File: config.mk
export PLATFORM = sky130hd
export DESIGN_NAME = triangle_coverage_bin_rasterizer
export DESIGN_NICKNAME = d
export VERILOG_FILES = /design/src/hw/rtl/tcbr_pkg.sv /design/src/hw/rtl/triangle_coverage_bin_rasterizer.sv
export SDC_FILE = /design/constraint.sdc
export NUM_CORES = 1
export LEC_CHECK = 0
export BUFFER_PORTS_ARGS = -buffer_cell sky130_fd_sc_hd__buf_2
export CORE_ASPECT_RATIO = 1.4
export CORE_MARGIN = 5
export CORE_UTILIZATION = 44
export CTS_CLUSTER_SIZE = 8
export DETAILED_ROUTE_END_ITERATION = 7
export SLEW_MARGIN = 40
export SYNTH_ARGS = -nofsm -noshare
export SYNTH_HDL_FRONTEND = slang
export SYNTH_SLANG_ARGS = --single-unit
File: constraint.sdc
create_clock -name i_clk -period 7.8 [get_ports i_clk]
set_input_delay 0.39 -clock i_clk [delete_from_list [all_inputs] [get_ports i_clk]]
set_output_delay 0.39 -clock i_clk [all_outputs]
set_load 0.02 [all_outputs]
File: src/hw/rtl/tcbr_pkg.sv
// shared widths, constants and the setup step codes of the triangle coverage bin rasterizer
// no dependencies
`timescale 1ns / 1ps

package tcbr_pkg;

    // field widths
    localparam int COORD_W   = 9;
    localparam int BIN_IDX_W = 5;
    localparam int COV_W     = 8;

    // pixel position on the grid, wide enough for 32 bins of 32 pixels
    localparam int PIX_W     = 10;
    // edge step, a difference of two coordinates
    localparam int COEF_W    = COORD_W + 1;
    // pixel minus vertex
    localparam int OFS_W     = PIX_W + 1;
    localparam int PROD_W    = COEF_W + OFS_W;
    // edge function accumulator, bounded by two products plus the denominator
    localparam int EDGE_W    = 24;

    // coverage scale: count * 255 / 256
    localparam int FRAC_SHIFT = 8;
    localparam int COV_MAX    = 255;

    typedef logic signed [COEF_W-1:0] t_coef;
    typedef logic signed [OFS_W-1:0]  t_ofs;
    typedef logic signed [PROD_W-1:0] t_prod;
    typedef logic signed [EDGE_W-1:0] t_edge;

    // multiply-accumulate steps of the setup phase
    typedef enum logic [2:0] {
        STEP_D_X  = 3'd0,
        STEP_D_Y  = 3'd1,
        STEP_EA_X = 3'd2,
        STEP_EA_Y = 3'd3,
        STEP_EB_X = 3'd4,
        STEP_EB_Y = 3'd5,
        STEP_EC   = 3'd6
    } t_setup_step;

endpackage

File: src/hw/rtl/triangle_coverage_bin_rasterizer.sv
// triangle coverage of one output bin: setup through a shared multiplier, then an
// incremental edge walk over every pixel of the bin, one pixel per cycle
// depends on tcbr_pkg
//
// usage
//   input channel: i_in_valid / o_in_stall carries three vertices and a bin column and
//   row; a transaction is taken on a rising edge with i_in_valid high and o_in_stall low
//   output channel: o_out_valid / i_out_stall carries o_coverage, the number of covered
//   pixels of the bin scaled by 255/256 and saturated to 8 bits
//   sequence: accept, then the setup steps on the shared 10x11 multiplier (denominator and
//   the edge functions a and b at the bin corner, then edge c from those), then the scan
//   of every pixel of the bin with one pixel per cycle, then the result is loaded into the
//   output register and o_out_valid rises
//   a new transaction is taken only once the current one is through: o_in_stall stays
//   high from accept until the result is loaded into the output register
//   the output register is separate from the scan, so a new transaction can be accepted
//   while a result still waits; if the receiver stalls and a second result is ready,
//   the block holds in its finish state until the first one is taken
//   degenerate triangles and bins off the grid still take the full scan and give zero
//   reset (synchronous, active low) returns to idle and empties the output register
`timescale 1ns / 1ps

module triangle_coverage_bin_rasterizer #(
    parameter int PIXELS_PER_SIDE = 400,
    parameter int BIN_SIZE        = 16,
    parameter int BINS_PER_SIDE   = 25
) (
    input  logic                            i_clk,
    input  logic                            i_rst_n,
    input  logic                            i_in_valid,
    output logic                            o_in_stall,
    input  logic [tcbr_pkg::COORD_W-1:0]    i_vertex_a_x,
    input  logic [tcbr_pkg::COORD_W-1:0]    i_vertex_a_y,
    input  logic [tcbr_pkg::COORD_W-1:0]    i_vertex_b_x,
    input  logic [tcbr_pkg::COORD_W-1:0]    i_vertex_b_y,
    input  logic [tcbr_pkg::COORD_W-1:0]    i_vertex_c_x,
    input  logic [tcbr_pkg::COORD_W-1:0]    i_vertex_c_y,
    input  logic [tcbr_pkg::BIN_IDX_W-1:0]  i_bin_col,
    input  logic [tcbr_pkg::BIN_IDX_W-1:0]  i_bin_row,
    output logic                            o_out_valid,
    input  logic                            i_out_stall,
    output logic [tcbr_pkg::COV_W-1:0]      o_coverage
);

    localparam int CNT_W   = (BIN_SIZE > 1) ? $clog2(BIN_SIZE) : 1;
    localparam int COUNT_W = $clog2(BIN_SIZE * BIN_SIZE + 1);
    localparam int SCALE_W = COUNT_W + tcbr_pkg::FRAC_SHIFT;
    localparam int BCMP_W  = tcbr_pkg::BIN_IDX_W + 2;

    typedef enum logic [1:0] {
        S_IDLE,
        S_SETUP,
        S_SCAN,
        S_FINISH
    } t_state;

    t_state                         r_state;
    tcbr_pkg::t_setup_step          r_step;

    // vertex c and the bin corner, kept for the offsets of the setup phase
    logic [tcbr_pkg::COORD_W-1:0]   r_cx;
    logic [tcbr_pkg::COORD_W-1:0]   r_cy;
    logic [tcbr_pkg::PIX_W-1:0]     r_px0;
    logic [tcbr_pkg::PIX_W-1:0]     r_py0;
    logic                           r_bin_ok;

    // edge steps: x step and y step of each edge function
    tcbr_pkg::t_coef                r_ka_x;     // by - cy
    tcbr_pkg::t_coef                r_ka_y;     // cx - bx
    tcbr_pkg::t_coef                r_kb_x;     // cy - ay
    tcbr_pkg::t_coef                r_kb_y;     // ax - cx
    tcbr_pkg::t_coef                r_kc_x;     // ay - by
    tcbr_pkg::t_coef                r_kc_y;     // bx - ax

    tcbr_pkg::t_edge                r_d;
    tcbr_pkg::t_edge                r_ea;
    tcbr_pkg::t_edge                r_eb;
    tcbr_pkg::t_edge                r_ec;
    tcbr_pkg::t_edge                r_ea_row;
    tcbr_pkg::t_edge                r_eb_row;
    tcbr_pkg::t_edge                r_ec_row;
    logic                           r_active;

    logic [CNT_W-1:0]               r_i;
    logic [CNT_W-1:0]               r_j;
    logic [tcbr_pkg::PIX_W-1:0]     r_px;
    logic [tcbr_pkg::PIX_W-1:0]     r_py;
    logic [COUNT_W-1:0]             r_count;

    logic                           r_out_valid;
    logic [tcbr_pkg::COV_W-1:0]     r_coverage;

    // shared multiplier
    tcbr_pkg::t_coef                w_mul_a;
    tcbr_pkg::t_ofs                 w_mul_b;
    tcbr_pkg::t_prod                w_prod;
    tcbr_pkg::t_edge                w_prod_ext;
    tcbr_pkg::t_setup_step          n_step;
    tcbr_pkg::t_ofs                 w_ofs_x;
    tcbr_pkg::t_ofs                 w_ofs_y;

    logic                           w_in_accept;
    logic                           w_out_load;
    logic                           w_d_pos;
    logic                           w_inside;
    logic                           w_in_grid;
    logic                           w_row_end;
    logic                           w_last_row;

    logic [SCALE_W-1:0]             w_scaled;
    logic [SCALE_W-1:0]             w_cov_ext;
    logic [tcbr_pkg::COV_W-1:0]     w_cov;

    assign o_in_stall  = (r_state != S_IDLE);
    assign o_out_valid = r_out_valid;
    assign o_coverage  = r_coverage;
    assign w_in_accept = i_in_valid && (r_state == S_IDLE);
    // finish state may load only while the output register is empty or draining
    assign w_out_load  = (r_state == S_FINISH) && (!r_out_valid || !i_out_stall);

    // corner pixel minus vertex c
    assign w_ofs_x = $signed({1'b0, r_px0}) - $signed({2'b00, r_cx});
    assign w_ofs_y = $signed({1'b0, r_py0}) - $signed({2'b00, r_cy});

    // operand select of the setup sequencer
    always_comb begin
        w_mul_a = r_ka_x;
        w_mul_b = w_ofs_x;
        n_step  = tcbr_pkg::STEP_D_X;
        case (r_step)
            tcbr_pkg::STEP_D_X: begin
                // (by - cy) * (ax - cx)
                w_mul_a = r_ka_x;
                w_mul_b = {r_kb_y[tcbr_pkg::COEF_W-1], r_kb_y};
                n_step  = tcbr_pkg::STEP_D_Y;
            end
            tcbr_pkg::STEP_D_Y: begin
                // (cx - bx) * (ay - cy)
                w_mul_a = r_ka_y;
                w_mul_b = tcbr_pkg::OFS_W'(0) - {r_kb_x[tcbr_pkg::COEF_W-1], r_kb_x};
                n_step  = tcbr_pkg::STEP_EA_X;
            end
            tcbr_pkg::STEP_EA_X: begin
                w_mul_a = r_ka_x;
                w_mul_b = w_ofs_x;
                n_step  = tcbr_pkg::STEP_EA_Y;
            end
            tcbr_pkg::STEP_EA_Y: begin
                w_mul_a = r_ka_y;
                w_mul_b = w_ofs_y;
                n_step  = tcbr_pkg::STEP_EB_X;
            end
            tcbr_pkg::STEP_EB_X: begin
                w_mul_a = r_kb_x;
                w_mul_b = w_ofs_x;
                n_step  = tcbr_pkg::STEP_EB_Y;
            end
            tcbr_pkg::STEP_EB_Y: begin
                w_mul_a = r_kb_y;
                w_mul_b = w_ofs_y;
                n_step  = tcbr_pkg::STEP_EC;
            end
            tcbr_pkg::STEP_EC: begin
                n_step  = tcbr_pkg::STEP_D_X;
            end
            default: begin
                n_step  = tcbr_pkg::STEP_D_X;
            end
        endcase
    end

    assign w_prod     = w_mul_a * w_mul_b;
    assign w_prod_ext = {{(tcbr_pkg::EDGE_W - tcbr_pkg::PROD_W){w_prod[tcbr_pkg::PROD_W-1]}},
                         w_prod};

    // inclusive inside test against the sign of the denominator
    assign w_d_pos = !r_d[tcbr_pkg::EDGE_W-1];
    always_comb begin
        if (w_d_pos) begin
            w_inside = !r_ea[tcbr_pkg::EDGE_W-1] && !r_eb[tcbr_pkg::EDGE_W-1]
                    && !r_ec[tcbr_pkg::EDGE_W-1];
        end else begin
            w_inside = (r_ea[tcbr_pkg::EDGE_W-1] || (r_ea == '0))
                    && (r_eb[tcbr_pkg::EDGE_W-1] || (r_eb == '0))
                    && (r_ec[tcbr_pkg::EDGE_W-1] || (r_ec == '0));
        end
    end

    assign w_in_grid  = (r_px < tcbr_pkg::PIX_W'(PIXELS_PER_SIDE))
                     && (r_py < tcbr_pkg::PIX_W'(PIXELS_PER_SIDE));
    assign w_row_end  = (r_i == CNT_W'(BIN_SIZE - 1));
    assign w_last_row = (r_j == CNT_W'(BIN_SIZE - 1));

    // count * 255 / 256, saturated
    assign w_scaled  = {r_count, tcbr_pkg::FRAC_SHIFT'(0)} - SCALE_W'(r_count);
    assign w_cov_ext = SCALE_W'(w_scaled[SCALE_W-1:tcbr_pkg::FRAC_SHIFT]);
    assign w_cov     = (w_cov_ext > SCALE_W'(tcbr_pkg::COV_MAX))
                     ? tcbr_pkg::COV_W'(tcbr_pkg::COV_MAX)
                     : w_cov_ext[tcbr_pkg::COV_W-1:0];

    always_ff @(posedge i_clk) begin
        if (!i_rst_n) begin
            r_state     <= S_IDLE;
            r_step      <= tcbr_pkg::STEP_D_X;
            r_out_valid <= 1'b0;
        end else begin
            // output register loads from the finish state, else drains independently
            if (w_out_load) begin
                r_out_valid <= 1'b1;
            end else if (r_out_valid && !i_out_stall) begin
                r_out_valid <= 1'b0;
            end

            case (r_state)
                S_IDLE: begin
                    if (w_in_accept) begin
                        r_cx     <= i_vertex_c_x;
                        r_cy     <= i_vertex_c_y;
                        r_px0    <= tcbr_pkg::PIX_W'(i_bin_col) * tcbr_pkg::PIX_W'(BIN_SIZE);
                        r_py0    <= tcbr_pkg::PIX_W'(i_bin_row) * tcbr_pkg::PIX_W'(BIN_SIZE);
                        r_bin_ok <= (BCMP_W'(i_bin_col) < BCMP_W'(BINS_PER_SIDE))
                                 && (BCMP_W'(i_bin_row) < BCMP_W'(BINS_PER_SIDE));
                        r_ka_x   <= $signed({1'b0, i_vertex_b_y}) - $signed({1'b0, i_vertex_c_y});
                        r_ka_y   <= $signed({1'b0, i_vertex_c_x}) - $signed({1'b0, i_vertex_b_x});
                        r_kb_x   <= $signed({1'b0, i_vertex_c_y}) - $signed({1'b0, i_vertex_a_y});
                        r_kb_y   <= $signed({1'b0, i_vertex_a_x}) - $signed({1'b0, i_vertex_c_x});
                        r_kc_x   <= $signed({1'b0, i_vertex_a_y}) - $signed({1'b0, i_vertex_b_y});
                        r_kc_y   <= $signed({1'b0, i_vertex_b_x}) - $signed({1'b0, i_vertex_a_x});
                        r_d      <= '0;
                        r_ea     <= '0;
                        r_eb     <= '0;
                        r_step   <= tcbr_pkg::STEP_D_X;
                        r_state  <= S_SETUP;
                    end
                end

                S_SETUP: begin
                    r_step <= n_step;
                    case (r_step)
                        tcbr_pkg::STEP_D_X,
                        tcbr_pkg::STEP_D_Y: begin
                            r_d <= r_d + w_prod_ext;
                        end
                        tcbr_pkg::STEP_EA_X,
                        tcbr_pkg::STEP_EA_Y: begin
                            r_ea <= r_ea + w_prod_ext;
                        end
                        tcbr_pkg::STEP_EB_X,
                        tcbr_pkg::STEP_EB_Y: begin
                            r_eb <= r_eb + w_prod_ext;
                        end
                        tcbr_pkg::STEP_EC: begin
                            // edge c from the denominator minus edges a and b, then start the walk
                            r_ec     <= r_d - r_ea - r_eb;
                            r_ec_row <= r_d - r_ea - r_eb;
                            r_ea_row <= r_ea;
                            r_eb_row <= r_eb;
                            r_active <= r_bin_ok && (r_d != '0);
                            r_i      <= '0;
                            r_j      <= '0;
                            r_px     <= r_px0;
                            r_py     <= r_py0;
                            r_count  <= '0;
                            r_state  <= S_SCAN;
                        end
                        default: begin
                            r_state <= S_IDLE;
                        end
                    endcase
                end

                S_SCAN: begin
                    if (r_active && w_in_grid && w_inside) begin
                        r_count <= r_count + COUNT_W'(1);
                    end
                    if (w_row_end) begin
                        // back to the start of the row, one row down
                        r_i      <= '0;
                        r_j      <= r_j + CNT_W'(1);
                        r_px     <= r_px0;
                        r_py     <= r_py + tcbr_pkg::PIX_W'(1);
                        r_ea     <= r_ea_row + tcbr_pkg::EDGE_W'(r_ka_y);
                        r_eb     <= r_eb_row + tcbr_pkg::EDGE_W'(r_kb_y);
                        r_ec     <= r_ec_row + tcbr_pkg::EDGE_W'(r_kc_y);
                        r_ea_row <= r_ea_row + tcbr_pkg::EDGE_W'(r_ka_y);
                        r_eb_row <= r_eb_row + tcbr_pkg::EDGE_W'(r_kb_y);
                        r_ec_row <= r_ec_row + tcbr_pkg::EDGE_W'(r_kc_y);
                        if (w_last_row) begin
                            r_state <= S_FINISH;
                        end
                    end else begin
                        r_i  <= r_i + CNT_W'(1);
                        r_px <= r_px + tcbr_pkg::PIX_W'(1);
                        r_ea <= r_ea + tcbr_pkg::EDGE_W'(r_ka_x);
                        r_eb <= r_eb + tcbr_pkg::EDGE_W'(r_kb_x);
                        r_ec <= r_ec + tcbr_pkg::EDGE_W'(r_kc_x);
                    end
                end

                S_FINISH: begin
                    // wait here only while an older result is still stalled
                    if (w_out_load) begin
                        r_coverage  <= w_cov;
                        r_state     <= S_IDLE;
                    end
                end

                default: begin
                    r_state <= S_IDLE;
                end
            endcase
        end
    end

endmodule
==> flow_metrics.env <==
export IMPL_status="finished, violations left"
export IMPL_violated_checks="negative setup slack"
export IMPL_io_pins=78
export IMPL_timing_setup_tns_ps=-3700
export IMPL_grt_first_pass_wirelength_um=155000
export IMPL_clock_tree_from_tritoncts="yes"
export IMPL_design_final_nets=4459
export IMPL_n_antenna_cell=0
export IMPL_worst_endpoint_arrival_ps=8550
export IMPL_overflow=0
export IMPL_dr_total_vias=27400
export IMPL_drt_pass1_iterations=5
export IMPL_fmaxAchievable_mhz=122
export IMPL_crit_top_cell="fa_1"
export IMPL_worst_setup_path_end_kind="flip-flop"
export IMPL_finClkSkew_ps=59.6
export IMPL_yosys_register_bits=309
export IMPL_grt_pass1_vias=27500
export IMPL_seq_area_frac_synth=0.290
export IMPL_hold_path_class="in2reg"
export IMPL_crit_slowest_cell="fa_1"
export IMPL_layout_drive_gt1_share=0.181
export IMPL_ctsRootBufferMaster="clkbuf_16"
export IMPL_multiInputGateArea_um2=22200
export IMPL_yosysWarningCount=0
export IMPL_hold_viol=0
export IMPL_n_fill_cell=6535
export IMPL_core_region_area_um2=71600
export IMPL_cts_reportedPaths_clkPinSlew_ps=60
export IMPL_cts_h_tree_depth=2
export IMPL_place_hpwl_um=79900
export IMPL_synth_enable_flop_cells=303
export IMPL_drt_drc_violations_left=0
export IMPL_tritoncts_num_sinks=309
export IMPL_post_synth_main_area_contributors="edfxtp_1 29%, ha_1 14%, fa_1 8.4%, xnor2_1 5.0%, inv_1 3.9%"
export IMPL_crit_path_max_incr_delay_ps=490
export IMPL_final_core_utilization=0.539
export IMPL_floorplan_rows=116
export IMPL_layout_setup_ws_ps=-405
export IMPL_numPlacedInstances=4746
export IMPL_grt_start_max_net_pins=65
export IMPL_critical_path_startpoint_type="flip-flop"
export IMPL_post_route_period_util=1.05
export IMPL_final_min_clock_period_ps=8200
export IMPL_floorplan_die_area_um2=77800
export IMPL_slew_viol_final=0
export IMPL_worstMarginPinSlew_ps=838
export IMPL_ctsLongestPathBuffers=3
export IMPL_synth_net_count=4037
export IMPL_most_repeated_cell_in_the_gate_level_netlist_after_synthesis="ha_1"
export IMPL_clkLatencyLatePin_ps=620
export IMPL_data_required_time_of_the_worst_path_ps=8150
export IMPL_relative_slew_slack=0.436
export IMPL_wire_per_inst_um=20.9
export IMPL_post_drt_via_cell_ratio=5.64
export IMPL_tritoncts_num_buffers=45
export IMPL_rsz0062_at_grt="true"
export IMPL_syn_cell_area_um2=31800
export IMPL_register_area_um2=9220
export IMPL_setup_reg_to_reg_worst_slack_ps=-400
export IMPL_die_h_um=328
export IMPL_ant_nets=0
export IMPL_cp_max_fo=4
export IMPL_finalSetupViolCount=18
export IMPL_holdPathStages=1
export IMPL_fin_cells=4858
export IMPL_yosysTopAreaCellShare=0.286
export IMPL_global_route_usage_total=0.254
export IMPL_drt_initial_drc_count=1503
export IMPL_most_common_library_cells_after_synthesis="365 x ha_1, 332 x inv_1, 303 x edfxtp_1"
export IMPL_synth_ff_type="edfxtp_1"
export IMPL_post_synth_cell_area_avg_um2=9.16
export IMPL_synth_cells=3470
export IMPL_gp_congestion=0.934
export IMPL_timing_max_cap_violations=0
export IMPL_synth_lib_cells_used_distinct=96
export IMPL_detail_route_wirelength_um=101000
export IMPL_post_synth_top_area_cell="edfxtp_1"
export IMPL_initial_utilization=0.444
export IMPL_port_buffers=77
export IMPL_fp_dieW_um=237
export IMPL_number_of_antenna_violations_at_the_first_check_in_global_routing=0
export IMPL_async_flop_share=0
export IMPL_flow_area_growth_from_synthesis_pct=21.3
export IMPL_crit_type="reg2reg"
export IMPL_rr_worst_depth=41
cells in the final DEF (no fill, tap or decap), types with 73 or more instances in the layout:
master,synthesis,routed
a21o_1,120,120
a21oi_1,220,195
buf_2,2,77
buf_4,0,336
edfxtp_1,303,303
fa_1,134,132
ha_1,365,332
inv_1,332,324
nand2_1,287,278
nor2_1,262,245
nor2b_1,75,73
o21ai_0,222,207
xnor2_1,181,168
xor2_1,121,119
layout make-up:
cell class                 count  area share
tap                          944      0.0306
timing repair buffer         455      0.0886
clock inverter                 5     0.00240
sequential                   309       0.239
clock buffer                  64      0.0310
inverter                     333      0.0324
multi-input combinational   2748       0.576
kinds of logic after synthesis:
| family | count (synthesis) | share of synthesized area |
|---|---|---|
| adder cells (fa/ha/maj) | 500 | 0.228 |
| buffers and inverters | 413 | 0.0493 |
| AO/OA/AOI/OAI | 923 | 0.188 |
| flip-flops | 309 | 0.290 |
| AND/OR/NAND/NOR | 978 | 0.146 |
| XOR/XNOR | 304 | 0.0848 |
| multiplexers | 43 | 0.0137 |
worst max-delay path, delay by kind of cell, from the launching register on:
kind / cells / cell delay, ps
xor+xnor: 3 / 440
compound gates: 16 / 2640
buf+inv: 9 / 860
fa+ha+maj: 7 / 2930
simple gates: 6 / 730
flops: 1 / 400
through the flow:
stage / hold slack [ps] / instance area (um^2) / setup slack [ps]
after floorplan: 489 / 31900 / -158
after global placement: 524 / 35800 / -488
after detailed placement: 535 / 35800 / -612
after CTS: 1.50 / 37700 / -371
after global routing: 5.97 / 38600 / -792
final: 32.0 / 38600 / -405
final timing paths:
path                                    to                startpoint
hold reg to reg   o_out_valid$_SDFFE_PN0P_  o_out_valid$_SDFFE_PN0P_
hold / removal           r_cx[7]$_DFFE_PP_           i_vertex_c_x[7]
setup / recovery     r_d[23]$_SDFFCE_PN0P_         r_cy[0]$_DFFE_PP_
setup reg to reg     r_d[23]$_SDFFCE_PN0P_         r_cy[0]$_DFFE_PP_
state kept, by name, summed over array words and instances (netlist names), 24 cells and up, named ones only:
| signal | flops |
|---|---|
| r_eb_row | 24 |
| r_ea | 24 |
| r_ec | 24 |
| r_d | 24 |
| r_ec_row | 24 |
| r_eb | 24 |
| r_ea_row | 24 |
repair_timing:
item	in CTS	in global routing
buffers inserted	18	23
hold endpoints to repair	12	0
hold buffers	12	0
resized for setup	70	135
setup endpoints to repair	28	34
pin swaps	70	73
layer usage:
metal | GRT usage | vias up | part of all wire
li1 | - | 13300 | -
met1 | 0.287 | 13200 | 0.38
met2 | 0.458 | 673 | 0.50
met3 | 0.0252 | 276 | 0.040
met4 | 0.158 | 0 | 0.080
met5 | 0 | - | 0
Power is left out: the tool's default activity adds up to more than one toggle a clock period on the data nets, which glitch-free logic cannot reach.
